[src/rtl/mbsb_pkg.sv]
`timescale 1ns / 1ps
// Shared types, codes and constants of the monochrome bitmap scaled blitter.
// No dependencies; every other file of the block refers to it by scoped names.
package mbsb_pkg;

   localparam int FB_BYTES_DEF = 4096;

   localparam int OP_W        = 2;
   localparam int BYTE_W      = 8;
   localparam int ROW_W       = 8;
   localparam int COLB_W      = 5;
   localparam int RADDR_W     = 12;
   localparam int CSR_IDX_W   = 3;
   localparam int CSR_DATA_W  = 8;

   localparam int PAT_W       = 16;
   localparam int WIN_W       = 24;
   localparam int XW          = 10;
   localparam int YW          = 10;
   localparam int BX_W        = 7;
   localparam int YROW_W      = 11;
   localparam int BASE_W      = 17;
   localparam int ACALC_W     = 18;
   localparam int CLR_PROD_W  = 15;
   localparam int SLOT_W      = 3;
   localparam logic [SLOT_W-1:0] SLOT_LAST = 3'd5;
   localparam logic [SLOT_W-1:0] SLOTS_ROW = 3'd3;

   localparam logic [OP_W-1:0] OP_CLEAR = 2'd0;
   localparam logic [OP_W-1:0] OP_DRAW  = 2'd1;
   localparam logic [OP_W-1:0] OP_READ  = 2'd2;

   localparam logic [1:0] SCALE_ONE  = 2'd0;
   localparam logic [1:0] SCALE_HALF = 2'd1;
   localparam logic [1:0] SCALE_TWO  = 2'd2;

   localparam logic [CSR_IDX_W-1:0] REG_ORIGIN_COL  = 3'd0;
   localparam logic [CSR_IDX_W-1:0] REG_ORIGIN_ROW  = 3'd1;
   localparam logic [CSR_IDX_W-1:0] REG_SCALE_MODE  = 3'd2;
   localparam logic [CSR_IDX_W-1:0] REG_ROW_STRIDE  = 3'd3;
   localparam logic [CSR_IDX_W-1:0] REG_FB_ROWS     = 3'd4;
   localparam logic [CSR_IDX_W-1:0] REG_SRC_WIDTH   = 3'd5;
   localparam logic [CSR_IDX_W-1:0] REG_SRC_ROWS    = 3'd6;

   typedef struct packed {
      logic [7:0] origin_col;
      logic [7:0] origin_row;
      logic [1:0] scale_mode;
      logic [6:0] row_stride_bytes;
      logic [7:0] fb_rows;
      logic [5:0] src_width_bytes;
      logic [7:0] src_rows;
   } csr_regs_type;

   localparam csr_regs_type CSR_RESET = '{
      origin_col:       8'd0,
      origin_row:       8'd0,
      scale_mode:       SCALE_ONE,
      row_stride_bytes: 7'd20,
      fb_rows:          8'd168,
      src_width_bytes:  6'd2,
      src_rows:         8'd16
   };

   typedef enum logic [3:0] {
      ST_INIT,
      ST_IDLE,
      ST_CLR_SIZE,
      ST_CLR,
      ST_DRAW_PREP,
      ST_DRAW_BASE,
      ST_DRAW_WALK,
      ST_DRAW_DRAIN,
      ST_RD_ISSUE,
      ST_RD_WAIT,
      ST_DONE
   } ctrl_state_type;

endpackage

[src/rtl/mbsb_csr.sv]
`timescale 1ns / 1ps
// Configuration register file of the blitter, written through a plain write port.
// Depends on mbsb_pkg for the register struct, indexes and reset values.
module mbsb_csr (
   input  logic                                clock,
   input  logic                                reset,
   input  logic                                csr_we,
   input  logic [mbsb_pkg::CSR_IDX_W-1:0]      csr_index,
   input  logic [mbsb_pkg::CSR_DATA_W-1:0]     csr_wdata,
   output mbsb_pkg::csr_regs_type              regs
);

   mbsb_pkg::csr_regs_type regs_ff, regs_in;

   always_comb begin
      regs_in = regs_ff;
      if (csr_we) begin
         unique case (csr_index)
            mbsb_pkg::REG_ORIGIN_COL: regs_in.origin_col       = csr_wdata;
            mbsb_pkg::REG_ORIGIN_ROW: regs_in.origin_row       = csr_wdata;
            mbsb_pkg::REG_SCALE_MODE: regs_in.scale_mode       = csr_wdata[1:0];
            mbsb_pkg::REG_ROW_STRIDE: regs_in.row_stride_bytes = csr_wdata[6:0];
            mbsb_pkg::REG_FB_ROWS:    regs_in.fb_rows          = csr_wdata;
            mbsb_pkg::REG_SRC_WIDTH:  regs_in.src_width_bytes  = csr_wdata[5:0];
            mbsb_pkg::REG_SRC_ROWS:   regs_in.src_rows         = csr_wdata;
            default: regs_in = regs_ff;
         endcase
      end
   end

   always_ff @(posedge clock) begin
      if (reset) begin
         regs_ff <= mbsb_pkg::CSR_RESET;
      end else begin
         regs_ff <= regs_in;
      end
   end

   assign regs = regs_ff;

endmodule

[config.mk]
export PLATFORM = sky130hd
export DESIGN_NAME = mbsb_csr
export DESIGN_NICKNAME = d
export VERILOG_FILES = /design/src/rtl/mbsb_pkg.sv /design/src/rtl/mbsb_csr.sv
export SDC_FILE = /design/constraint.sdc
export NUM_CORES = 1
export LEC_CHECK = 0
export BUFFER_PORTS_ARGS = -buffer_cell sky130_fd_sc_hd__buf_2
export CORE_UTILIZATION = 30
export DETAILED_ROUTE_END_ITERATION = 8
export HOLD_SLACK_MARGIN = 0.15
export PLACE_DENSITY = 0.62
export SETUP_SLACK_MARGIN = 0.2
export SKIP_CTS_REPAIR_TIMING = 1
export SLEW_MARGIN = 10
export SYNTH_ARGS = -nofsm -noshare
export SYNTH_HDL_FRONTEND = slang
export SYNTH_SLANG_ARGS = --single-unit
[constraint.sdc]
create_clock -name clock -period 2.1 [get_ports clock]
set_clock_uncertainty 0.2 [all_clocks]
set_input_delay 0 -clock clock [delete_from_list [all_inputs] [get_ports clock]]
set_output_delay 0 -clock clock [all_outputs]
set_load 0.01 [all_outputs]
# Word level (Yosys, flattened, before mapping)
# Cells that the tools add are included.
# W data, S select, Z words.
[classes] eq_ne=6 n_reduce_logical=8
[op_table] operator="$reduce_and A2 Y1" n=7
[op_table] operator="$eq A3 B3 Y1 const B" n=3
[op_table] operator="$eq A3 B2 Y1 const B" n=2
[op_table] operator="$eq A3 B1 Y1 const B" n=1
[op_table] operator="$logic_not A3 Y1" n=1
[totals] reg_bits=47 inputBits=14 output_inout_bits=47 wordCells=21

# Longest topological paths before layout
# Gate-level depths: netlist of run 1.
[depth] ltp_word=2 mapped_depth=4 ltp_nobuf=2

# Least setup slack after synthesis of run 1
# Ideal clock, no wire load.
[synth_path] path_kind="input to register" startpoint="input csr_index[0] in the netlist's numbering" endpoint="register regs_ff, in the netlist regs[39]" setup_ns=0.125 arrival_ns=0.789 required_time_ns=1.775 setup_slack_ns=0.985 path_stages=3 path_buffers=1 cell_sequence="or4b_1 -> buf_6 -> mux2i_1"
[synth_between] elab_chain_cells=2
[synth_lines] element="start: declaration" line_no="mbsb_csr.sv:8" rtl="input logic [mbsb_pkg::CSR_IDX_W-1:0] csr_index,"
[synth_lines] element="$logic_not A3 Y1" line_no="mbsb_csr.sv:18" rtl="unique case (csr_index)"
[synth_lines] element="$reduce_and A2 Y1 (no line)"
[synth_lines] element="end signal: assignment" line_no="mbsb_csr.sv:33" rtl="regs_ff <= mbsb_pkg::CSR_RESET;"
[synth_lines] element="end signal: assignment" line_no="mbsb_csr.sv:35" rtl="regs_ff <= regs_in;"
[synth_lines] element="end: declaration" line_no="mbsb_csr.sv:13" rtl="mbsb_pkg::csr_regs_type regs_ff, regs_in;"
# Every way passes these cells.
# A chain may end at the register's enable or synchronous reset.

# Final worst setup path of run 1
[layout_path] startpoint="input csr_index[0] in the netlist's numbering" endpoint="register regs_ff, in the netlist regs[1]"
[layout_between] elab_chain_cells=2
[layout_lines] element="$eq A3 B3 Y1" line_no="mbsb_csr.sv:18"
[layout_lines] element="$reduce_and A2 Y1 (no line)"
# Every way passes these cells.

==> results.toml, run 1 <==
[synth]
yosysWarningCount = 0
netlist_area_mm2 = 0.00189
synthArstFlopShare = 0
ys_seq_elements = 47
syn-num-nets = 188
ys_top_cells_by_area = "sky130_fd_sc_hd__dfxtp_1 50%, sky130_fd_sc_hd__mux2i_1 25%, sky130_fd_sc_hd__nand2b_1 16%, sky130_fd_sc_hd__nor2_1 2.6%, sky130_fd_sc_hd__clkbuf_1 1.4%"
synth.lib_cells_used.distinct = 13
syn_inst = 174
yosys.area.top_type = "sky130_fd_sc_hd__dfxtp_1"
synth.top_cells.by_count = "48 x sky130_fd_sc_hd__nand2b_1, 47 x sky130_fd_sc_hd__dfxtp_1, 47 x sky130_fd_sc_hd__mux2i_1"
most_used_dff_post_synth = "sky130_fd_sc_hd__dfxtp_1"
synth_enable_flop_cells = 0
library_cell_with_the_highest_instance_count_after_synthesis = "sky130_fd_sc_hd__nand2b_1"
post-synth-top-area-fraction = 0.497
register_area_share_after_synthesis = 0.497
avgSynthCellArea_um2 = 10.9

[clock_network]
cts_tree = "built"
clk_root_buffer_cell = "sky130_fd_sc_hd__clkbuf_8"
cts_max_path_buffers = 2
clock_tree.htree_level_count = 2
cts-buffers-inserted = 5
clkSinkCount = 47
clkSlewWorstSetupHoldPaths_ps = 80
worst_skew_pair.late_latency_ps = 290

[placement]
place.detailed.hpwl_mm = 3.13
routabilityCongestion = 0.686
dp.cells = 303
io_buffers = 60

[global_route]
globalRoute.totalOverflow = 0
global_route.usage.total = 0.140
first_global_vias = 1313
maximum_number_of_pins_on_one_net_before_global_route_repair = 36
antenna_found_initial = 0
grt_first_pass_wirelength_mm = 6.76

[worst_setup_path]
r2r_slack_ps = 1280
critical_path.startpoint_type = "primary input"
worst_path_most_repeated_cell = "sky130_fd_sc_hd__dlygate4sd3_1"
critical_path.endpoint_type = "flop"
timing.critical_path.from = "csr_index[0]"
worst-path-buf-inv = 4
criticalPathCategory = "primary input to flop"
timing.critical_path.cells = "dlygate4sd3_1 > buf_2 > nand4b_1 > dlygate4sd3_1 > buf_4 > mux2i_1"
worstPathMaxFanout = 8
critical_path.endpoint = "regs[1]"
worstSetupPathDepth = 6
critPathSlowestCell = "sky130_fd_sc_hd__dlygate4sd3_1"
worstReg2RegStart = "regs[24]"
worstRegToRegCells = 2
critical-path-top-delay-family = "buffers and inverters"
rr_endpoint = "regs[24]"
critPathArrivalTime_ps = 1780
worst_ep_required_time_ps = 2070
cpPeakStageDelay_ps = 560

[timing]
finalWorstPathRequiredPeriod_ps = 1810
final-hold-violation-count = 0
fmax_mhz = 553
grt_setup_unrepaired = "false"
relSlewSlack = 0.678
worst_slew_pin_slew_ps = 484
final-setup-viol-count = 0
slew_violations = 0
final.period_utilization = 0.860
finalSetupTns_ps = 0

[routing]
wl_per_cell_um = 13.8
drt_pre_antenna_iters = 4
met1_length_mm = 2.19
vias_per_cell = 4.42
met3WireLength_um = 260
final_antenna_net_count = 0
met2_wl_post_dr_mm = 2.07
detailedRoute.firstIterationViolations = 78
routed_via_count = 1464
maxUsedRoutingLayer = "met4"
drcViolationCount = 0
totalWireLength_mm = 4.56

[cells_and_area]
layout_net_count = 269
stdcell_count = 331
post_route_cells_drive_above_1_share = 0.289
insertedDiodeCount = 0
syn_to_final_growth_pct = 36.2
multi_input_gate_area_um2 = 906
final.fill_count = 573
area.sequential_um2 = 941
largest_register_ffs = 47

[floorplan]
dieHeight_um = 81.4
io-pin-count = 61
floorplan.initialDensity = 0.316
rows = 28
core-area_mm2 = 0.00599
die_x_um = 81.4
die-area_mm2 = 0.00663

[power_and_ir_drop]
max-vdd-ir-drop_v = 0.000355
power_leakage_uw = 0.00128
power.share.sequential = 0.547
comb_power_share = 0.102
clock_power_share = 0.351
cellPowerDensity_mw_per_mm2 = 652
total_switching_power_uw = 381
p_int_uw = 1300
netSwitchingFraction = 0.227

[worst_hold_path]
hold_path.class = "flop to flop"

[run]
max_cap_viol_count = 0

[outcome]
status = "completed"
## cell type report
| cell class | instances | share of cell area |
|---|---|---|
| sequential | 47 | 0.365 |
| timing repair buffer | 85 | 0.209 |
| tap | 75 | 0.0364 |
| multi-input combinational | 116 | 0.351 |
| clock buffer | 8 | 0.0388 |
## cell families after synthesis
group / Yosys count / share of synthesized area
and+or+nand+nor: 69 / 0.227
DFF: 47 / 0.497
muxes: 47 / 0.249
buffers and inverters: 11 / 0.0278
## layout by cell type (no fill, tap or decap)
cell type and instances:
sky130_fd_sc_hd__and4bb_2 1, sky130_fd_sc_hd__nor2_1 13, sky130_fd_sc_hd__mux2i_1 47, sky130_fd_sc_hd__clkbuf_8 7
sky130_fd_sc_hd__buf_2 60, sky130_fd_sc_hd__dfxtp_1 47, sky130_fd_sc_hd__nand4bb_1 1, sky130_fd_sc_hd__buf_4 5
sky130_fd_sc_hd__clkbuf_1 1, sky130_fd_sc_hd__and4b_1 1, sky130_fd_sc_hd__nand4b_1 3, sky130_fd_sc_hd__or4b_1 1
sky130_fd_sc_hd__nand2b_1 48, sky130_fd_sc_hd__dlygate4sd3_1 20, sky130_fd_sc_hd__nor4bb_2 1
## power groups by stage
stage,registers (uW),logic (uW),clock network [uW]
finish,920,171,589
global route,923,187,635
CTS,920,145,609
detailed placement,941,145,0
global placement,941,143,0
floorplan,950,74.0,0
## stage by stage
step	hold WS (ps)	setup WS (ps)	util	cell area, um^2	total power [uW]
final	273	293	0.430	2580	1680
after global routing	296	230	0.430	2580	1750
after CTS	-229	960	0.397	2380	1670
after detailed placement	80.6	643	0.380	2280	1090
after global placement	64.6	655	0.380	2280	1080
after floorplan	-38.6	985	-	1890	1020
## worst min-delay path, stage by stage, from the launching register on
cell	delay, ps
sky130_fd_sc_hd__dfxtp_1	320
sky130_fd_sc_hd__nand2b_1	60
sky130_fd_sc_hd__mux2i_1	50
## routing by layer
layer	global-route usage	up-vias
li1	-	743
met1	0.185	677
met2	0.219	37
met3	0.0411	7
met4	0.0429	0
met5	0	-
## worst min-delay path by stage
stage	start	end	slack, ps	cells after the start
4_1_cts	csr_wdata[1]	regs[9]	-230	3
3_3_place_gp	csr_wdata[1]	regs[9]	60	3
6_report	regs[20]	regs[20]	270	2
3_5_place_dp	csr_wdata[3]	regs[17]	80	3
5_1_grt	regs[18]	regs[18]	300	2
2_1_floorplan	csr_wdata[1]	regs[9]	-40	2
Note: power is estimated with default switching activity, not from simulation.
==> run 2, diff against run 1 <==
--- a/config.mk
+++ b/config.mk
@@ -9,6 +9,7 @@
 export CORE_UTILIZATION = 30
 export DETAILED_ROUTE_END_ITERATION = 8
 export HOLD_SLACK_MARGIN = 0.15
+export MAX_ROUTING_LAYER = met4
 export PLACE_DENSITY = 0.62
 export SETUP_SLACK_MARGIN = 0.2
 export SKIP_CTS_REPAIR_TIMING = 1
==> results.toml, run 2 (synthesis gave the netlist of run 1 again) <==
[worst_setup_path]
worst-path-buf-inv = 4
critical_path.endpoint = "regs[1]"
rr_endpoint = "regs[24]"
critical_path.endpoint_type = "flop"
worstSetupPathDepth = 6
critPathArrivalTime_ps = 1780
critical_path.startpoint_type = "primary input"
r2r_slack_ps = 1280
worst_ep_required_time_ps = 2070
criticalPathCategory = "primary input to flop"
worstPathMaxFanout = 8
timing.critical_path.from = "csr_index[0]"
cpPeakStageDelay_ps = 560
worstRegToRegCells = 2
worst_path_most_repeated_cell = "sky130_fd_sc_hd__dlygate4sd3_1"
worstReg2RegStart = "regs[24]"
critical-path-top-delay-family = "buffers and inverters"
timing.critical_path.cells = "dlygate4sd3_1 > buf_2 > nand4b_1 > dlygate4sd3_1 > buf_4 > mux2i_1"
critPathSlowestCell = "sky130_fd_sc_hd__dlygate4sd3_1"

[cells_and_area]
post_route_cells_drive_above_1_share = 0.289
postLayoutCellArea_mm2 = 0.00258
multi_input_gate_area_um2 = 906
final.fill_count = 573
layout.cells.most_common_list = "60 x sky130_fd_sc_hd__buf_2, 48 x sky130_fd_sc_hd__nand2b_1, 47 x sky130_fd_sc_hd__mux2i_1, 47 x sky130_fd_sc_hd__dfxtp_1, 20 x sky130_fd_sc_hd__dlygate4sd3_1"
stdcell_count = 331
syn_to_final_growth_pct = 36.2
layout_net_count = 269
insertedDiodeCount = 0
most_frequent_standard_cell_in_the_layout_excluding_fill_and_tap_cells = "sky130_fd_sc_hd__buf_2"
largest_register_ffs = 47
area.sequential_um2 = 941

[power_and_ir_drop]
comb_power_share = 0.102
power_leakage_uw = 0.00128
clock_power_share = 0.350
p_int_uw = 1300
max-vdd-ir-drop_v = 0.000355
total_switching_power_uw = 381
netSwitchingFraction = 0.227
cellPowerDensity_mw_per_mm2 = 651
power.share.sequential = 0.548

[placement]
io_buffers = 60
place.detailed.hpwl_mm = 3.13
routabilityCongestion = 0.693
placement.cell_area_mm2 = 0.00228
dp.cells = 303

[global_route]
antenna_found_initial = 0
grt_first_pass_wirelength_mm = 6.73
maximum_number_of_pins_on_one_net_before_global_route_repair = 36
globalRoute.totalOverflow = 0
global_route.usage.total = 0.144
first_global_vias = 1318

[routing]
maxUsedRoutingLayer = "met4"
final_antenna_net_count = 0
totalWireLength_mm = 4.54
drcViolationCount = 0
met2_wl_post_dr_mm = 2.07
wl_per_cell_um = 13.7
met1_length_mm = 2.19
routed_via_count = 1464
met3WireLength_um = 237
vias_per_cell = 4.42
drt_pre_antenna_iters = 4
detailedRoute.firstIterationViolations = 83

[timing]
worst_slew_pin_slew_ps = 484
grt_setup_unrepaired = "false"
relSlewSlack = 0.677
finalSetupTns_ps = 0
final-hold-violation-count = 0
final.period_utilization = 0.861
hold_slack_ps = 273
slew_violations = 0
fmax_mhz = 553
final-setup-viol-count = 0
finalWorstPathRequiredPeriod_ps = 1810

[clock_network]
clk_root_buffer_cell = "sky130_fd_sc_hd__clkbuf_8"
cts_max_path_buffers = 2
cts_tree = "built"
clock_tree.htree_level_count = 2
clkSlewWorstSetupHoldPaths_ps = 80
cts-buffers-inserted = 5
clkSinkCount = 47
worst_skew_pair.late_latency_ps = 290

[worst_hold_path]
hold_path.class = "flop to flop"

[floorplan]
die-area_mm2 = 0.00663
core-area_mm2 = 0.00599
floorplan.initialDensity = 0.316
die_x_um = 81.4
dieHeight_um = 81.4
rows = 28
io-pin-count = 61

[run]
max_cap_viol_count = 0

[outcome]
status = "completed"
[run 2: worst min-delay path by stage]
| stage | start | end | slack, ps | cells after the start |
|---|---|---|---|---|
| finish | regs[20] | regs[20] | 270 | 2 |
| CTS | csr_wdata[1] | regs[9] | -230 | 3 |
| floorplan | csr_wdata[1] | regs[9] | -40 | 2 |
| global route | regs[18] | regs[18] | 300 | 2 |
| global placement | csr_wdata[1] | regs[9] | 60 | 3 |
| detailed placement | csr_wdata[3] | regs[17] | 80 | 3 |
[run 2: metrics by stage]
step / power, uW / worst slack, ps / utilization
2_1_floorplan: 1020 / 985 / -
3_3_place_gp: 1080 / 655 / 0.380
3_5_place_dp: 1090 / 643 / 0.380
4_1_cts: 1670 / 960 / 0.397
5_1_grt: 1750 / 230 / 0.430
6_report: 1680 / 293 / 0.430
[run 2: power groups by stage]
stage	combinational (uW)	clock, uW	sequential, uW
4_1_cts	145	609	920
5_1_grt	187	635	923
3_3_place_gp	143	0	941
2_1_floorplan	74.0	0	950
6_report	171	589	920
3_5_place_dp	145	0	941
[run 2: tightest hold or removal path: stages (launching register included)]
cell and delay (ps):
sky130_fd_sc_hd__dfxtp_1 320, sky130_fd_sc_hd__nand2b_1 60, sky130_fd_sc_hd__mux2i_1 50
[run 2: layout make-up]
cell class	count	area share
well taps	75	0.0364
flip-flops and latches	47	0.365
multi-input cells	116	0.351
repair buffers	85	0.209
clock buffers	8	0.0388
[run 2: routing by layer]
metal,vias up,GRT usage
li1,743,-
met1,677,0.186
met2,37,0.219
met3,7,0.0378
met4,0,0.0429
met5,-,-
==> run 3, diff against run 2 <==
--- a/config.mk
+++ b/config.mk
@@ -6,11 +6,13 @@
 export NUM_CORES = 1
 export LEC_CHECK = 0
 export BUFFER_PORTS_ARGS = -buffer_cell sky130_fd_sc_hd__buf_2
+export CELL_PAD_IN_SITES_DETAIL_PLACEMENT = 0
+export CELL_PAD_IN_SITES_GLOBAL_PLACEMENT = 1
 export CORE_UTILIZATION = 30
 export DETAILED_ROUTE_END_ITERATION = 8
 export HOLD_SLACK_MARGIN = 0.15
 export MAX_ROUTING_LAYER = met4
-export PLACE_DENSITY = 0.62
+export PLACE_DENSITY = 0.69
 export SETUP_SLACK_MARGIN = 0.2
 export SKIP_CTS_REPAIR_TIMING = 1
 export SLEW_MARGIN = 10
==> results.toml, run 3 (synthesis gave the netlist of run 1 again) <==
[outcome]
status = "completed"

[clock_network]
cts_max_path_buffers = 2
clkSinkCount = 47
cts-buffers-inserted = 5
cts_tree = "built"
clkSlewWorstSetupHoldPaths_ps = 90
worst_skew_pair.late_latency_ps = 300
clock_tree.htree_level_count = 2
clk_root_buffer_cell = "sky130_fd_sc_hd__clkbuf_8"

[placement]
place.detailed.hpwl_mm = 3.11
io_buffers = 60
routabilityCongestion = 0.706
placement.cell_area_mm2 = 0.00228

[worst_setup_path]
r2r_slack_ps = 740
rr_endpoint = "regs[26]"
worst_ep_required_time_ps = 2100
worstRegToRegCells = 3
worstPathMaxFanout = 2
worstReg2RegStart = "regs[26]"
timing.critical_path.from = "csr_wdata[3]"
criticalPathCategory = "primary input to flop"
critical_path.startpoint_type = "primary input"
critical_path.endpoint = "regs[17]"
critPathArrivalTime_ps = 1910
critical_path.endpoint_type = "flop"

[cells_and_area]
most_frequent_standard_cell_in_the_layout_excluding_fill_and_tap_cells = "sky130_fd_sc_hd__buf_2"
layout_net_count = 275
largest_register_ffs = 47
post_route_cells_drive_above_1_share = 0.286
insertedDiodeCount = 0
layout.cells.most_common_list = "60 x sky130_fd_sc_hd__buf_2, 48 x sky130_fd_sc_hd__nand2b_1, 47 x sky130_fd_sc_hd__mux2i_1, 47 x sky130_fd_sc_hd__dfxtp_1, 26 x sky130_fd_sc_hd__dlygate4sd3_1"
postLayoutCellArea_mm2 = 0.00266
syn_to_final_growth_pct = 40.3

[timing]
worst_slew_pin_slew_ps = 515
finalSetupTns_ps = 0
hold_slack_ps = 141
relSlewSlack = 0.655
finalWorstPathRequiredPeriod_ps = 1910
final-hold-violation-count = 0
grt_setup_unrepaired = "false"
final.period_utilization = 0.911
slew_violations = 0
fmax_mhz = 523
final-setup-viol-count = 0

[floorplan]
die-area_mm2 = 0.00663
dieHeight_um = 81.4
rows = 28
die_x_um = 81.4
floorplan.initialDensity = 0.316
core-area_mm2 = 0.00599
io-pin-count = 61

[power_and_ir_drop]
comb_power_share = 0.100
power.share.sequential = 0.514
netSwitchingFraction = 0.224
cellPowerDensity_mw_per_mm2 = 674
clock_power_share = 0.386
max-vdd-ir-drop_v = 0.000294
power_leakage_uw = 0.00131
p_int_uw = 1390
total_switching_power_uw = 401
power_uw = 1790

[routing]
final_antenna_net_count = 0
detailedRoute.firstIterationViolations = 78
routed_via_count = 1504
drcViolationCount = 0
drt_pre_antenna_iters = 4
vias_per_cell = 4.46
totalWireLength_mm = 4.74
wl_per_cell_um = 14.1

[global_route]
maximum_number_of_pins_on_one_net_before_global_route_repair = 31
globalRoute.totalOverflow = 0
first_global_vias = 1319
grt_first_pass_wirelength_mm = 6.87
global_route.usage.total = 0.150
antenna_found_initial = 0

[worst_hold_path]
hold_path.class = "primary input to flop"
holdPathStages = 3

[run]
max_cap_viol_count = 0
[run 3: cell types whose count changed in the layout (fill, tap and decap cells not counted), sizes merged]
| cell | delta |
|---|---|
| clkinv | +1 |
| dlygate4sd3 | +6 |
| clkbuf | -2 |
| bufinv | +1 |
[run 3: worst max-delay path, stage by stage]
cell                            delay (ps)
sky130_fd_sc_hd__dlygate4sd3_1         530
sky130_fd_sc_hd__buf_2                 130
sky130_fd_sc_hd__nor2_1                 90
sky130_fd_sc_hd__dlygate4sd3_1         550
sky130_fd_sc_hd__mux2i_1                70
sky130_fd_sc_hd__dlygate4sd3_1         550
[run 3: stage by stage]
stage / instances / utilization / setup slack (ps)
after detailed placement: 303 / 0.380 / 632
after global routing: 337 / 0.443 / 167
final: 337 / 0.443 / 187
after floorplan: 174 / - / 985
after CTS: 311 / 0.400 / 953
after global placement: 303 / 0.380 / 644
[run 3: layout make-up]
class | count | area, um^2
Clock buffer | 6 | 82.6
Clock inverter | 2 | 35.0
Fill cell | 590 | 3330
Multi-Input combinational cell | 116 | 906
Sequential cell | 47 | 941
Tap cell | 75 | 93.8
Timing Repair Buffer | 91 | 598
[run 3: worst min path at each step]
| stage | start | end |
|---|---|---|
| floorplan | csr_wdata[1] | regs[9] |
| global placement | csr_wdata[1] | regs[9] |
| detailed placement | csr_wdata[1] | regs[9] |
| CTS | csr_wdata[1] | regs[9] |
| global route | csr_index[2] | regs[24] |
| finish | csr_index[2] | regs[24] |
[run 3: power by group through the flow]
stage / Clock [uW] / Combinational [uW] / Sequential (uW)
CTS: 711 / 146 / 921
global placement: 0 / 144 / 942
detailed placement: 0 / 145 / 942
floorplan: 0 / 74.0 / 950
finish: 691 / 179 / 920
global route: 748 / 194 / 923
[run 3: routing by layer]
metal | track usage | routed length, um | vias to the layer above | part of all wire
li1 | - | - | 753 | -
met1 | 0.198 | 2260 | 700 | 0.48
met2 | 0.218 | 2110 | 45 | 0.44
met3 | 0.0456 | 318 | 6 | 0.067
met4 | 0.0482 | 54 | 0 | 0.011
met5 | - | 0 | - | 0
