[config.mk]
export PLATFORM = sky130hd
export DESIGN_NAME = mbsb_ctrl_flat
export DESIGN_NICKNAME = d
export VERILOG_FILES = /design/src/rtl/mbsb_pkg.sv /design/src/rtl/mbsb_if.sv /design/src/rtl/mbsb_ctrl.sv /design/src/flat_wrapper.sv
export SDC_FILE = /design/constraint.sdc
export NUM_CORES = 1
export LEC_CHECK = 0
export BUFFER_PORTS_ARGS = -buffer_cell sky130_fd_sc_hd__buf_2
export CAP_MARGIN = 25
export CORE_MARGIN = 8
export CORE_UTILIZATION = 49
export CTS_BUF_LIST = sky130_fd_sc_hd__clkbuf_4 sky130_fd_sc_hd__clkbuf_8 sky130_fd_sc_hd__clkbuf_16
export DETAILED_ROUTE_END_ITERATION = 8
export PLACE_DENSITY = 0.73
export SYNTH_ARGS = -nofsm -noshare
export SYNTH_HDL_FRONTEND = slang
export SYNTH_SLANG_ARGS = --single-unit
[constraint.sdc]
create_clock -name clock -period 8.1 [get_ports clock]
set_input_delay 1.215 -clock clock [delete_from_list [all_inputs] [get_ports clock]]
set_output_delay 1.215 -clock clock [all_outputs]
set_load 0.02 [all_outputs]
[src/rtl/mbsb_pkg.sv]
`timescale 1ns / 1ps
// Shared types, codes and constants of the monochrome bitmap scaled blitter.
// No dependencies; every other file of the block refers to it by scoped names.
package mbsb_pkg;

   localparam int FB_BYTES_DEF = 4096;

   localparam int OP_W        = 2;
   localparam int BYTE_W      = 8;
   localparam int ROW_W       = 8;
   localparam int COLB_W      = 5;
   localparam int RADDR_W     = 12;
   localparam int CSR_IDX_W   = 3;
   localparam int CSR_DATA_W  = 8;

   localparam int PAT_W       = 16;
   localparam int WIN_W       = 24;
   localparam int XW          = 10;
   localparam int YW          = 10;
   localparam int BX_W        = 7;
   localparam int YROW_W      = 11;
   localparam int BASE_W      = 17;
   localparam int ACALC_W     = 18;
   localparam int CLR_PROD_W  = 15;
   localparam int SLOT_W      = 3;
   localparam logic [SLOT_W-1:0] SLOT_LAST = 3'd5;
   localparam logic [SLOT_W-1:0] SLOTS_ROW = 3'd3;

   localparam logic [OP_W-1:0] OP_CLEAR = 2'd0;
   localparam logic [OP_W-1:0] OP_DRAW  = 2'd1;
   localparam logic [OP_W-1:0] OP_READ  = 2'd2;

   localparam logic [1:0] SCALE_ONE  = 2'd0;
   localparam logic [1:0] SCALE_HALF = 2'd1;
   localparam logic [1:0] SCALE_TWO  = 2'd2;

   localparam logic [CSR_IDX_W-1:0] REG_ORIGIN_COL  = 3'd0;
   localparam logic [CSR_IDX_W-1:0] REG_ORIGIN_ROW  = 3'd1;
   localparam logic [CSR_IDX_W-1:0] REG_SCALE_MODE  = 3'd2;
   localparam logic [CSR_IDX_W-1:0] REG_ROW_STRIDE  = 3'd3;
   localparam logic [CSR_IDX_W-1:0] REG_FB_ROWS     = 3'd4;
   localparam logic [CSR_IDX_W-1:0] REG_SRC_WIDTH   = 3'd5;
   localparam logic [CSR_IDX_W-1:0] REG_SRC_ROWS    = 3'd6;

   typedef struct packed {
      logic [7:0] origin_col;
      logic [7:0] origin_row;
      logic [1:0] scale_mode;
      logic [6:0] row_stride_bytes;
      logic [7:0] fb_rows;
      logic [5:0] src_width_bytes;
      logic [7:0] src_rows;
   } csr_regs_type;

   localparam csr_regs_type CSR_RESET = '{
      origin_col:       8'd0,
      origin_row:       8'd0,
      scale_mode:       SCALE_ONE,
      row_stride_bytes: 7'd20,
      fb_rows:          8'd168,
      src_width_bytes:  6'd2,
      src_rows:         8'd16
   };

   typedef enum logic [3:0] {
      ST_INIT,
      ST_IDLE,
      ST_CLR_SIZE,
      ST_CLR,
      ST_DRAW_PREP,
      ST_DRAW_BASE,
      ST_DRAW_WALK,
      ST_DRAW_DRAIN,
      ST_RD_ISSUE,
      ST_RD_WAIT,
      ST_DONE
   } ctrl_state_type;

endpackage

[src/rtl/mbsb_if.sv]
`timescale 1ns / 1ps
// Request and response channel interfaces of the blitter (valid/ready words).
// Depends on mbsb_pkg for field widths.
interface mbsb_req_if;
   logic                              valid;
   logic                              ready;
   logic [mbsb_pkg::OP_W-1:0]         op;
   logic [mbsb_pkg::BYTE_W-1:0]       src_byte;
   logic [mbsb_pkg::ROW_W-1:0]        src_row;
   logic [mbsb_pkg::COLB_W-1:0]       src_col_byte;
   logic [mbsb_pkg::RADDR_W-1:0]      read_addr;

   modport source (output valid, output op, output src_byte, output src_row,
                   output src_col_byte, output read_addr, input ready);
   modport sink   (input valid, input op, input src_byte, input src_row,
                   input src_col_byte, input read_addr, output ready);
endinterface

interface mbsb_rsp_if;
   logic                              valid;
   logic                              ready;
   logic [mbsb_pkg::BYTE_W-1:0]       read_data;
   logic                              status;

   modport source (output valid, output read_data, output status, input ready);
   modport sink   (input valid, input read_data, input status, output ready);
endinterface

[src/rtl/mbsb_ctrl.sv]
`timescale 1ns / 1ps
// Operation sequencer: clear sweep, draw read-modify-write walk, byte read, result register.
// Depends on mbsb_pkg, the channel interfaces and the framebuffer store ports.
module mbsb_ctrl #(
   parameter int FB_BYTES = mbsb_pkg::FB_BYTES_DEF,
   parameter int AW       = $clog2(FB_BYTES)
) (
   input  logic                              clock,
   input  logic                              reset,
   input  mbsb_pkg::csr_regs_type            regs,
   mbsb_req_if.sink                          req_ch,
   mbsb_rsp_if.source                        rsp_ch,
   output logic                              mem_we,
   output logic [AW-1:0]                     mem_waddr,
   output logic [mbsb_pkg::BYTE_W-1:0]       mem_wdata,
   output logic                              mem_re,
   output logic [AW-1:0]                     mem_raddr,
   input  logic [mbsb_pkg::BYTE_W-1:0]       mem_rdata
);

   localparam int CW = $clog2(FB_BYTES + 1);

   mbsb_pkg::ctrl_state_type state_ff, state_in;

   logic [mbsb_pkg::OP_W-1:0]      op_ff, op_in;
   logic [mbsb_pkg::BYTE_W-1:0]    byte_ff, byte_in;
   logic [mbsb_pkg::ROW_W-1:0]     row_ff, row_in;
   logic [mbsb_pkg::COLB_W-1:0]    colb_ff, colb_in;
   logic [mbsb_pkg::RADDR_W-1:0]   raddr_ff, raddr_in;

   logic [mbsb_pkg::BYTE_W-1:0]    res_data_ff, res_data_in;
   logic                           res_status_ff, res_status_in;

   logic [CW-1:0]                  clr_cnt_ff, clr_cnt_in;
   logic [CW-1:0]                  clr_n_ff, clr_n_in;

   logic [mbsb_pkg::WIN_W-1:0]     win_ff, win_in;
   logic                           two_rows_ff, two_rows_in;
   logic [mbsb_pkg::BX_W-1:0]      bx0_ff, bx0_in;
   logic [mbsb_pkg::YW-1:0]        y0_ff, y0_in;
   logic [mbsb_pkg::BASE_W-1:0]    base0_ff, base0_in;
   logic [mbsb_pkg::SLOT_W-1:0]    slot_ff, slot_in;

   logic                           wb_valid_ff, wb_valid_in;
   logic [AW-1:0]                  wb_addr_ff, wb_addr_in;
   logic [mbsb_pkg::BYTE_W-1:0]    wb_mask_ff, wb_mask_in;

   logic                           out_valid_ff, out_valid_in;
   logic [mbsb_pkg::BYTE_W-1:0]    out_data_ff, out_data_in;
   logic                           out_status_ff, out_status_in;

   logic [mbsb_pkg::XW-1:0]        x_scaled, base_x;
   logic [mbsb_pkg::YW-1:0]        y_scaled;
   logic [mbsb_pkg::PAT_W-1:0]     pattern;
   logic                           item_bad;

   logic                           slot_row;
   logic [1:0]                     slot_col;
   logic [mbsb_pkg::BYTE_W-1:0]    slot_mask;
   logic [mbsb_pkg::BX_W-1:0]      slot_bx;
   logic [mbsb_pkg::YROW_W-1:0]    slot_y;
   logic [mbsb_pkg::ACALC_W-1:0]   slot_addr;
   logic                           slot_ok;

   logic [mbsb_pkg::CLR_PROD_W-1:0] clr_prod;
   logic                           req_take;

   function automatic logic [mbsb_pkg::PAT_W-1:0] expand_bits(
      input logic [mbsb_pkg::BYTE_W-1:0] bits,
      input logic [1:0]                  mode
   );
      logic [mbsb_pkg::PAT_W-1:0] pat;
      pat = '0;
      for (int i = 0; i < mbsb_pkg::BYTE_W; i++) begin
         if (bits[i]) begin
            case (mode)
               mbsb_pkg::SCALE_TWO: begin
                  pat[2*i]     = 1'b1;
                  pat[2*i + 1] = 1'b1;
               end
               mbsb_pkg::SCALE_HALF: begin
                  pat[i + (i >> 1)] = 1'b1;
                  if ((i & 1) == 1) begin
                     pat[i + (i >> 1) + 1] = 1'b1;
                  end
               end
               default: pat[i] = 1'b1;
            endcase
         end
      end
      return pat;
   endfunction

   // draw item geometry
   always_comb begin
      case (regs.scale_mode)
         mbsb_pkg::SCALE_TWO: begin
            x_scaled = mbsb_pkg::XW'({colb_ff, 4'b0000});
            y_scaled = mbsb_pkg::YW'({row_ff, 1'b0});
         end
         mbsb_pkg::SCALE_HALF: begin
            x_scaled = mbsb_pkg::XW'({colb_ff, 3'b000}) + mbsb_pkg::XW'({colb_ff, 2'b00});
            y_scaled = mbsb_pkg::YW'(row_ff) + mbsb_pkg::YW'(row_ff[7:1]);
         end
         default: begin
            x_scaled = mbsb_pkg::XW'({colb_ff, 3'b000});
            y_scaled = mbsb_pkg::YW'(row_ff);
         end
      endcase
      base_x   = mbsb_pkg::XW'(regs.origin_col) + x_scaled;
      pattern  = expand_bits(byte_ff, regs.scale_mode);
      item_bad = (row_ff >= regs.src_rows) ||
                 (6'(colb_ff) >= regs.src_width_bytes);
   end

   // walk slot: three bytes per target row, two rows
   always_comb begin
      slot_row = (slot_ff >= mbsb_pkg::SLOTS_ROW);
      slot_col = slot_row ? 2'(slot_ff - mbsb_pkg::SLOTS_ROW) : slot_ff[1:0];
      case (slot_col)
         2'd0:    slot_mask = win_ff[7:0];
         2'd1:    slot_mask = win_ff[15:8];
         default: slot_mask = win_ff[23:16];
      endcase
      if (slot_row && !two_rows_ff) begin
         slot_mask = '0;
      end
      slot_bx   = bx0_ff + mbsb_pkg::BX_W'(slot_col);
      slot_y    = mbsb_pkg::YROW_W'(y0_ff) + mbsb_pkg::YROW_W'(slot_row);
      slot_addr = mbsb_pkg::ACALC_W'(base0_ff)
                + (slot_row ? mbsb_pkg::ACALC_W'(regs.row_stride_bytes)
                            : mbsb_pkg::ACALC_W'(0))
                + mbsb_pkg::ACALC_W'(slot_bx);
      slot_ok   = (slot_bx < regs.row_stride_bytes) &&
                  (slot_y < mbsb_pkg::YROW_W'(regs.fb_rows)) &&
                  (32'(slot_addr) < 32'(FB_BYTES));
   end

   assign clr_prod = mbsb_pkg::CLR_PROD_W'(regs.row_stride_bytes)
                   * mbsb_pkg::CLR_PROD_W'(regs.fb_rows);
   assign req_take = req_ch.valid && (state_ff == mbsb_pkg::ST_IDLE);

   always_comb begin
      state_in      = state_ff;
      op_in         = op_ff;
      byte_in       = byte_ff;
      row_in        = row_ff;
      colb_in       = colb_ff;
      raddr_in      = raddr_ff;
      res_data_in   = res_data_ff;
      res_status_in = res_status_ff;
      clr_cnt_in    = clr_cnt_ff;
      clr_n_in      = clr_n_ff;
      win_in        = win_ff;
      two_rows_in   = two_rows_ff;
      bx0_in        = bx0_ff;
      y0_in         = y0_ff;
      base0_in      = base0_ff;
      slot_in       = slot_ff;
      wb_valid_in   = 1'b0;
      wb_addr_in    = wb_addr_ff;
      wb_mask_in    = wb_mask_ff;
      out_valid_in  = out_valid_ff && !rsp_ch.ready;
      out_data_in   = out_data_ff;
      out_status_in = out_status_ff;
      mem_we        = 1'b0;
      mem_waddr     = wb_addr_ff;
      mem_wdata     = mem_rdata | wb_mask_ff;
      mem_re        = 1'b0;
      mem_raddr     = AW'(raddr_ff);

      if (wb_valid_ff) begin
         mem_we = 1'b1;
      end

      unique case (state_ff) inside
         mbsb_pkg::ST_INIT, mbsb_pkg::ST_CLR: begin
            if (clr_cnt_ff < clr_n_ff) begin
               mem_we     = 1'b1;
               mem_waddr  = AW'(clr_cnt_ff);
               mem_wdata  = '0;
               clr_cnt_in = clr_cnt_ff + CW'(1);
            end else begin
               state_in = (state_ff == mbsb_pkg::ST_INIT) ? mbsb_pkg::ST_IDLE
                                                          : mbsb_pkg::ST_DONE;
            end
         end
         mbsb_pkg::ST_IDLE: begin
            if (req_take) begin
               op_in         = req_ch.op;
               byte_in       = req_ch.src_byte;
               row_in        = req_ch.src_row;
               colb_in       = req_ch.src_col_byte;
               raddr_in      = req_ch.read_addr;
               res_data_in   = '0;
               res_status_in = 1'b0;
               unique case (req_ch.op)
                  mbsb_pkg::OP_CLEAR: state_in = mbsb_pkg::ST_CLR_SIZE;
                  mbsb_pkg::OP_DRAW:  state_in = mbsb_pkg::ST_DRAW_PREP;
                  mbsb_pkg::OP_READ:  state_in = mbsb_pkg::ST_RD_ISSUE;
                  default: begin
                     res_status_in = 1'b1;
                     state_in      = mbsb_pkg::ST_DONE;
                  end
               endcase
            end
         end
         mbsb_pkg::ST_CLR_SIZE: begin
            clr_cnt_in = '0;
            if (32'(clr_prod) > 32'(FB_BYTES)) begin
               clr_n_in      = CW'(FB_BYTES);
               res_status_in = 1'b1;
            end else begin
               clr_n_in = CW'(clr_prod);
            end
            state_in = mbsb_pkg::ST_CLR;
         end
         mbsb_pkg::ST_DRAW_PREP: begin
            if (item_bad) begin
               res_status_in = 1'b1;
               state_in      = mbsb_pkg::ST_DONE;
            end else begin
               win_in      = mbsb_pkg::WIN_W'(pattern) << base_x[2:0];
               two_rows_in = (regs.scale_mode == mbsb_pkg::SCALE_TWO) ||
                             ((regs.scale_mode == mbsb_pkg::SCALE_HALF) && row_ff[0]);
               bx0_in      = base_x[mbsb_pkg::XW-1:3];
               y0_in       = mbsb_pkg::YW'(regs.origin_row) + y_scaled;
               state_in    = mbsb_pkg::ST_DRAW_BASE;
            end
         end
         mbsb_pkg::ST_DRAW_BASE: begin
            base0_in = mbsb_pkg::BASE_W'(y0_ff) * mbsb_pkg::BASE_W'(regs.row_stride_bytes);
            slot_in  = '0;
            state_in = mbsb_pkg::ST_DRAW_WALK;
         end
         mbsb_pkg::ST_DRAW_WALK: begin
            if (slot_mask != '0) begin
               if (slot_ok) begin
                  mem_re      = 1'b1;
                  mem_raddr   = AW'(slot_addr);
                  wb_valid_in = 1'b1;
                  wb_addr_in  = AW'(slot_addr);
                  wb_mask_in  = slot_mask;
               end else begin
                  res_status_in = 1'b1;
               end
            end
            if (slot_ff == mbsb_pkg::SLOT_LAST) begin
               state_in = mbsb_pkg::ST_DRAW_DRAIN;
            end else begin
               slot_in = slot_ff + mbsb_pkg::SLOT_W'(1);
            end
         end
         mbsb_pkg::ST_DRAW_DRAIN: begin
            state_in = mbsb_pkg::ST_DONE;
         end
         mbsb_pkg::ST_RD_ISSUE: begin
            if (32'(raddr_ff) < 32'(FB_BYTES)) begin
               mem_re   = 1'b1;
               state_in = mbsb_pkg::ST_RD_WAIT;
            end else begin
               res_status_in = 1'b1;
               state_in      = mbsb_pkg::ST_DONE;
            end
         end
         mbsb_pkg::ST_RD_WAIT: begin
            res_data_in = mem_rdata;
            state_in    = mbsb_pkg::ST_DONE;
         end
         mbsb_pkg::ST_DONE: begin
            if (!out_valid_ff || rsp_ch.ready) begin
               out_valid_in  = 1'b1;
               out_data_in   = res_data_ff;
               out_status_in = res_status_ff;
               state_in      = mbsb_pkg::ST_IDLE;
            end
         end
         default: state_in = mbsb_pkg::ST_IDLE;
      endcase
   end

   always_ff @(posedge clock) begin
      if (reset) begin
         state_ff     <= mbsb_pkg::ST_INIT;
         clr_cnt_ff   <= '0;
         clr_n_ff     <= CW'(FB_BYTES);
         slot_ff      <= '0;
         wb_valid_ff  <= 1'b0;
         out_valid_ff <= 1'b0;
      end else begin
         state_ff     <= state_in;
         clr_cnt_ff   <= clr_cnt_in;
         clr_n_ff     <= clr_n_in;
         slot_ff      <= slot_in;
         wb_valid_ff  <= wb_valid_in;
         out_valid_ff <= out_valid_in;
      end
   end

   always_ff @(posedge clock) begin
      op_ff         <= op_in;
      byte_ff       <= byte_in;
      row_ff        <= row_in;
      colb_ff       <= colb_in;
      raddr_ff      <= raddr_in;
      res_data_ff   <= res_data_in;
      res_status_ff <= res_status_in;
      win_ff        <= win_in;
      two_rows_ff   <= two_rows_in;
      bx0_ff        <= bx0_in;
      y0_ff         <= y0_in;
      base0_ff      <= base0_in;
      wb_addr_ff    <= wb_addr_in;
      wb_mask_ff    <= wb_mask_in;
      out_data_ff   <= out_data_in;
      out_status_ff <= out_status_in;
   end

   assign req_ch.ready     = (state_ff == mbsb_pkg::ST_IDLE);
   assign rsp_ch.valid     = out_valid_ff;
   assign rsp_ch.read_data = out_data_ff;
   assign rsp_ch.status    = out_status_ff;

   assert property (@(posedge clock) disable iff (reset)
      wb_valid_ff |-> (state_ff == mbsb_pkg::ST_DRAW_WALK ||
                       state_ff == mbsb_pkg::ST_DRAW_DRAIN))
      else $error("write-back outside draw walk");

   assert property (@(posedge clock) disable iff (reset)
      wb_valid_ff |-> (32'(wb_addr_ff) < 32'(FB_BYTES)))
      else $error("write-back address beyond store");

   assert property (@(posedge clock) disable iff (reset)
      (state_ff == mbsb_pkg::ST_INIT || state_ff == mbsb_pkg::ST_CLR)
         |-> (clr_cnt_ff <= clr_n_ff))
      else $error("clear sweep overran its length");

   assert property (@(posedge clock) disable iff (reset)
      (state_ff == mbsb_pkg::ST_DONE && out_valid_ff && !rsp_ch.ready)
         |=> (state_ff == mbsb_pkg::ST_DONE && $stable(out_data_ff)))
      else $error("result loaded over a pending word");

   assert property (@(posedge clock) disable iff (reset)
      (op_ff == mbsb_pkg::OP_READ && state_ff == mbsb_pkg::ST_RD_ISSUE)
         |=> (state_ff == mbsb_pkg::ST_RD_WAIT || res_status_ff))
      else $error("read item lost its status");

endmodule

[src/flat_wrapper.sv]
// flat-port wrapper written by rule: the top's interface ports become plain ports
module mbsb_ctrl_flat 
#(
   parameter int FB_BYTES = mbsb_pkg::FB_BYTES_DEF,
   parameter int AW       = $clog2(FB_BYTES)
)
  (clock, reset, regs, mem_we, mem_waddr, mem_wdata, mem_re, mem_raddr, mem_rdata, req_ch_valid, req_ch_op, req_ch_src_byte, req_ch_src_row, req_ch_src_col_byte, req_ch_read_addr, req_ch_ready, rsp_ch_valid, rsp_ch_read_data, rsp_ch_status, rsp_ch_ready);
  mbsb_req_if req_ch_i ();
  mbsb_rsp_if rsp_ch_i ();
  input  logic clock;
  input  logic reset;
  input  mbsb_pkg::csr_regs_type regs;
  output logic mem_we;
  output logic [AW-1:0] mem_waddr;
  output logic [mbsb_pkg::BYTE_W-1:0] mem_wdata;
  output logic mem_re;
  output logic [AW-1:0] mem_raddr;
  input  logic [mbsb_pkg::BYTE_W-1:0] mem_rdata;
  input wire logic [$bits(req_ch_i.valid)-1:0] req_ch_valid;
  input wire logic [$bits(req_ch_i.op)-1:0] req_ch_op;
  input wire logic [$bits(req_ch_i.src_byte)-1:0] req_ch_src_byte;
  input wire logic [$bits(req_ch_i.src_row)-1:0] req_ch_src_row;
  input wire logic [$bits(req_ch_i.src_col_byte)-1:0] req_ch_src_col_byte;
  input wire logic [$bits(req_ch_i.read_addr)-1:0] req_ch_read_addr;
  output wire logic [$bits(req_ch_i.ready)-1:0] req_ch_ready;
  output wire logic [$bits(rsp_ch_i.valid)-1:0] rsp_ch_valid;
  output wire logic [$bits(rsp_ch_i.read_data)-1:0] rsp_ch_read_data;
  output wire logic [$bits(rsp_ch_i.status)-1:0] rsp_ch_status;
  input wire logic [$bits(rsp_ch_i.ready)-1:0] rsp_ch_ready;
  assign req_ch_i.valid = req_ch_valid;
  assign req_ch_i.op = req_ch_op;
  assign req_ch_i.src_byte = req_ch_src_byte;
  assign req_ch_i.src_row = req_ch_src_row;
  assign req_ch_i.src_col_byte = req_ch_src_col_byte;
  assign req_ch_i.read_addr = req_ch_read_addr;
  assign req_ch_ready = req_ch_i.ready;
  assign rsp_ch_valid = rsp_ch_i.valid;
  assign rsp_ch_read_data = rsp_ch_i.read_data;
  assign rsp_ch_status = rsp_ch_i.status;
  assign rsp_ch_i.ready = rsp_ch_ready;
  mbsb_ctrl #(.FB_BYTES(FB_BYTES), .AW(AW)) u_core (.clock(clock), .reset(reset), .regs(regs), .req_ch(req_ch_i), .rsp_ch(rsp_ch_i), .mem_we(mem_we), .mem_waddr(mem_waddr), .mem_wdata(mem_wdata), .mem_re(mem_re), .mem_raddr(mem_raddr), .mem_rdata(mem_rdata));
endmodule
* Yosys cells after proc, flatten, opt, wreduce, memory -nomap -nowiden
Index checks and enable logic that the tools add are counted.
** Word-level totals
- Register bits :: 165
- Input port bits :: 94
- Output and inout bits :: 45
** Operators by class
- $add $sub $neg :: 11
- $mul :: 2
- Magnitude comparators :: 8
- Eq/ne operators :: 26
- Shift-type cells :: 1
- Mux-type cells :: 75
- Bitwise operators :: 3
- Reductions and logical operators :: 34
** Operator list (count)
- 2-to-1 mux 12 bit :: 5
- case mux 10 bit (2 select lines) :: 2
- case mux 4 bit (9 select lines) :: 1
- 2-to-1 mux 8 bit :: 4
- case mux 8 bit (2 select lines) :: 2
- 2-to-1 mux 1 bit :: 31
- 2-to-1 mux 4 bit :: 7
- 2-to-1 mux 13 bit :: 2
- case mux 13 bit (2 select lines) :: 1
- 2-to-1 mux 2 bit :: 12
- << shifter 16 x 3 -> 24 bit :: 1
- adder 8 x 10 -> 10 bit :: 2
- adder 17 x 18 -> 18 bit :: 1
- adder 18 x 7 -> 18 bit :: 1
- adder 8 x 7 -> 9 bit :: 2
- less-than comparator 18 x 13 -> 1 bit (second input constant) :: 1
- multiplier 10 x 7 -> 17 bit :: 1
- equality test 4 x 3 -> 1 bit (second input constant) :: 4
- > comparator 15 x 13 -> 1 bit (second input constant) :: 1
- multiplier 7 x 8 -> 15 bit :: 1
- inequality test 2 bit (second input constant) :: 7
- adder 13 x 1 -> 13 bit (second input constant) :: 1
- less-than comparator 13 bit :: 1
- equality test 4 bit (second input constant) :: 3
- 38 further kinds :: 66

* Longest topological paths before layout
- Word-level depth :: 14
- Mapped depth :: 25
- Gate-level depth less buffers :: 22

* Least setup slack after synthesis
No wires, ideal clock.
- Path type :: reg-to-output
- Start :: register u_core.slot_ff[0] (netlist name)
- End :: output port mem_raddr[10]
- Arrival :: 4.858 ns
- Required time :: 6.885 ns
- Path slack :: 2.027 ns
- Cell stages (with the launch flop) :: 25
- Buffers on the path :: 2
- Cell sequence :: dfxtp_1 -> ha_1 -> ha_1 -> clkbuf_2 -> o31a_1 -> nor2_1 -> ha_1 -> inv_1 -> fa_1 -> nor2_1 -> and3_1 -> xor2_1 -> inv_1 -> fa_1 -> inv_1 -> ha_1 -> nor3_1 -> o21ai_1 -> a31oi_2 -> nor2b_1 -> o31ai_1 -> and3b_1 -> nand4_4 -> buf_8 -> mux2_4
** Between the ends
- Word-level cells in the longest chain between the ends :: 9
- Elaborated cells between the ends (all ways) :: 22
** RTL lines
- from (decl) :: RTL line mbsb_ctrl.sv:42 : logic [mbsb_pkg::SLOT_W-1:0] slot_ff, slot_in;
- from (signal assigned) :: RTL line mbsb_ctrl.sv:294 : slot_ff <= slot_in;
- greater-or-equal comparator 3 x 2 -> 1 bit / subtractor 2 bit (equally long branches) :: RTL line mbsb_ctrl.sv:118, mbsb_ctrl.sv:119
- 2-to-1 mux 7 bit / 2-to-1 mux 2 bit (equally long branches) :: RTL line mbsb_ctrl.sv:131, mbsb_ctrl.sv:119
- adder 17 x 18 -> 18 bit / adder 7 x 2 -> 7 bit (equally long branches) :: RTL line mbsb_ctrl.sv:131, mbsb_ctrl.sv:128
- adder 18 x 7 -> 18 bit / less-than comparator 7 bit (equally long branches) :: RTL line mbsb_ctrl.sv:133, mbsb_ctrl.sv:134
- less-than comparator 18 x 13 -> 1 bit / logical AND 1 bit (equally long branches) :: RTL line mbsb_ctrl.sv:136, mbsb_ctrl.sv:134
- logical AND 1 bit :: RTL line mbsb_ctrl.sv:135 : (slot_y < mbsb_pkg::YROW_W'(regs.fb_rows)) &&
- 2-to-1 mux 12 bit :: RTL line mbsb_ctrl.sv:238 : if (slot_ok) begin
- 2-to-1 mux 12 bit * :: RTL line mbsb_ctrl.sv:237 : if (slot_mask != '0) begin
- 2-to-1 mux 12 bit * :: RTL line mbsb_ctrl.sv:176 : unique case (state_ff) inside
- to (decl) :: RTL line flat_wrapper.sv:17 : output logic [AW-1:0] mem_raddr;
Mark *: on every way between the ends. The rest lies on a longest branch, timed or not.

* Worst setup path after layout
- Start :: register u_core.slot_ff[2] (netlist name)
- End :: output port mem_raddr[4]
** Between the ends
- Word-level cells in the longest chain between the ends :: 9
- Elaborated cells between the ends (all ways) :: 21
** RTL lines
- greater-or-equal comparator 3 x 2 -> 1 bit * :: RTL line mbsb_ctrl.sv:118 : slot_row = (slot_ff >= mbsb_pkg::SLOTS_ROW);
- 2-to-1 mux 7 bit / 2-to-1 mux 2 bit (equally long branches) :: RTL line mbsb_ctrl.sv:131, mbsb_ctrl.sv:119
- adder 17 x 18 -> 18 bit / adder 7 x 2 -> 7 bit (equally long branches) :: RTL line mbsb_ctrl.sv:131, mbsb_ctrl.sv:128
- adder 18 x 7 -> 18 bit / less-than comparator 7 bit (equally long branches) :: RTL line mbsb_ctrl.sv:133, mbsb_ctrl.sv:134
- less-than comparator 18 x 13 -> 1 bit / logical AND 1 bit (equally long branches) :: RTL line mbsb_ctrl.sv:136, mbsb_ctrl.sv:134
- logical AND 1 bit :: RTL line mbsb_ctrl.sv:135
- 2-to-1 mux 12 bit :: RTL line mbsb_ctrl.sv:238
- 2-to-1 mux 12 bit * :: RTL line mbsb_ctrl.sv:237
- 2-to-1 mux 12 bit * :: RTL line mbsb_ctrl.sv:176
Marks and branches as above.

==> results.cfg <==
[sta]
clock.fmax_mhz = 134
final.period_utilization = 0.919
fin_setup_tns_ns = 0
hold_viol = 0
tightest_slew_ns = 1.10
whs_ns = 0.414
fin_worst_skew_ns = 0.0109
min_period_ns = 7.45
setup_viol = 0
rsz0062_at_grt = no
slew_headroom = 0.266
final-max-slew-violation-count = 0

[final_layout]
drive_gt1_frac = 0.147
final_cells = 1936
fin_nets = 1868
final.fill_count = 2506
synthToLayoutAreaGrowth_pct = 11.3
register_area_um2 = 4570
n_antenna_cell = 0
multi_input_area_um2 = 8630

[die]
dieArea_um2 = 34400
start_util = 0.494
die_x_um = 185
die_height_um = 185
io_pins = 139
placementRows = 62
coreArea_um2 = 28500

[logic_synthesis]
syn_avg_cell_area_um2 = 9.84
synth_top_area_frac = 0.275
post-synth-top-count-cell = inv_1
synth_largest_area_cell = edfxtp_1
syn-num-nets = 1758
syn_area_um2 = 14100
async_reset_ff_frac = 0
synth.top_cells.by_area = edfxtp_1 (28%), ha_1 (14%), fa_1 (12%)
ys_ff_latch = 164
synth_edf_count = 129
synth-main-ff-cell = edfxtp_1
synth_cells = 1429
synthTopCellsByCount = inv_1 (167), ha_1 (154), edfxtp_1 (129), nand2_1 (125), nor2_1 (105)
ys_seq_area_frac = 0.325
yosys_warnings = 0
ys_types = 79

[global_routing]
grt_max_degree = 42
track_usage = 0.197
antenna_found_initial = 2
grt-ovfl-total = 0
grt_pass1_wl_um = 53800
grt_pass1_vias = 10947

[run_status]
outcome = complete, no violations

[clock_tree]
cts_tree = built
hold_buffers = 0
cts.sinks = 164
post_cts_buffers = 0
clockBufferDepth = 2
cts.reportedPaths.clkPinSlew_ns = 0.06
htreeDepth = 4
insertion_delay_ns = 0.43
cts_resized = 0
cts_buffers = 17
cts_root_buf = clkbuf_16

[power_and_ir_drop]
irDropWorstVdd_mv = 0.149
powerDensity_nw_per_um2 = 195
p_leak_nw = 7.07

[worst_setup_path]
arrival_ns = 6.23
path_common_cell = inv_1
crit_slowest_cell = dfxtp_1
path_max_fanout = 13
critPathRequiredTime_ns = 6.88
worstSetupStartpointType = register
crit_type = reg2out
end_kind = output pin
crit_path_max_incr_delay_ns = 0.58
crit_chain = inv_1 -> ha_1 -> o31a_1 -> nor2_1 -> ha_1 -> inv_1 -> fa_1 -> nor2_1 -> and3_1 -> xor2_1 -> inv_1 -> fa_1 -> inv_1 -> ha_1 -> nor3_1 -> o21ai_1 -> a31oi_2 -> nor2b_1 -> o31ai_1 -> and3b_1 -> nand4_4 -> mux2_4 -> buf_2

[flow_run]
drv_cap = 0

[routing]
drc = 0
dr.pass1.iters = 5
drt-total-wl_um = 32900
wl_per_cell_um = 17.0
drtAntennaViolNets = 0
routed_via_density = 5.53
drt_iter0_markers = 670
vias = 10700

[placement]
dp.final_hpwl_um = 26000
io_buffers = 138
numPlacedInstances = 1904
gp_congestion = 0.908

[worst_hold_path]
hold_path.class = reg2reg
==> flip-flops by register name, indices dropped and copies added (netlist names), 3 cells and up <==
name and flops:
u_core.win_ff 23, u_core.rsp_ch.read_data 8, u_core.raddr_ff 12, u_core.clr_n_ff 13, u_core.byte_ff 8, u_core.state_ff 4, u_core.colb_ff 5, u_core.row_ff 8
u_core.clr_cnt_ff 13, u_core.wb_addr_ff 12, u_core.wb_mask_ff 8, u_core.y0_ff 10, u_core.slot_ff 3, u_core.bx0_ff 7, u_core.res_data_ff 8, u_core.base0_ff 17
==> report_power, final <==
part / internal [W] / switching [W] / leakage [nW]
sequential: 0.000985 / 0.0000484 / 1.45
combinational: 0.000502 / 0.000702 / 5.31
clock: 0.000474 / 0.000345 / 0.303
==> metrics by stage <==
step	setup WS, ns	power, W	area (µm²)	util
2_1_floorplan	2.03	0.00195	14100	-
4_1_cts	0.657	0.00308	15700	0.550
5_1_grt	0.229	0.00325	15700	0.550
6_report	0.655	0.00306	15700	0.550
3_5_place_dp	1.13	0.00225	15000	0.529
3_3_place_gp	1.33	0.00223	15000	0.528
==> cells by family after synthesis <==
| kind of cell | synth area share |
|---|---|
| AND/OR/NAND/NOR | 0.146 |
| buffers and inverters | 0.0612 |
| flip-flops | 0.325 |
| adder cells (fa/ha/maj) | 0.252 |
| multiplexers | 0.0355 |
| AO/OA/AOI/OAI | 0.133 |
| XOR/XNOR | 0.0460 |
==> area by class of cell <==
class,instances,share of cell area
clock inverter,11,0.00720
inverter,168,0.0403
multi-input combinational,1046,0.552
clock buffer,21,0.0313
tap,384,0.0307
sequential,164,0.292
timing repair buffer,142,0.0465
==> layer usage <==
layer | track usage | share of wire | vias up | routed length, µm
met3 | 0.0373 | 0.055 | 70 | 1800
li1 | - | - | 5205 | -
met2 | 0.344 | 0.49 | 318 | 16000
met1 | 0.239 | 0.43 | 5103 | 14200
met5 | 0 | 0.00070 | - | 23
met4 | 0.0691 | 0.027 | 4 | 881
==> cells in the final DEF, fill, tap and decap left out, types with 9 or more instances in the layout <==
| cell | count |
|---|---|
| edfxtp_1 | 129 |
| buf_2 | 138 |
| xnor2_1 | 49 |
| o21bai_1 | 12 |
| o21ai_0 | 50 |
| and3_1 | 10 |
| nand2_1 | 125 |
| a211oi_1 | 14 |
| nor2b_1 | 17 |
| mux2_4 | 9 |
| inv_1 | 167 |
| mux2_2 | 19 |
| clkbuf_16 | 19 |
| mux2i_1 | 15 |
| a21oi_1 | 64 |
| xor2_1 | 23 |
| nand2b_1 | 12 |
| nand3_1 | 24 |
| fa_1 | 81 |
| ha_1 | 154 |
| and2_1 | 52 |
| nor2_1 | 105 |
| a22o_1 | 14 |
| o21a_1 | 18 |
| dfxtp_1 | 35 |
| a31oi_1 | 14 |
| nor3_1 | 30 |
| a21o_1 | 27 |
==> critical path, delay by kind of cell, from the launching register on <==
kind                     cells  cell delay, ns
adder cells (fa/ha/maj)      5            1.66
AO/OA/AOI/OAI                4            1.08
AND/OR/NAND/NOR              7            1.39
XOR/XNOR                     1            0.21
flip-flops                   1            0.58
buffers and inverters        5            0.46
multiplexers                 1            0.41
==> final timing paths <==
check	end	cells past startpoint	startpoint	slack (ns)
hold reg to reg	u_core.rsp_ch.read_data[3]	0	u_core.res_data_ff[3]	0.41
setup / recovery	mem_raddr[4]	23	u_core.slot_ff[2]	0.65
hold / removal	u_core.rsp_ch.read_data[3]	0	u_core.res_data_ff[3]	0.41
setup reg to reg	u_core.wb_addr_ff[11]	22	u_core.slot_ff[2]	2.18
Note: power is estimated with default switching activity, not from simulation.
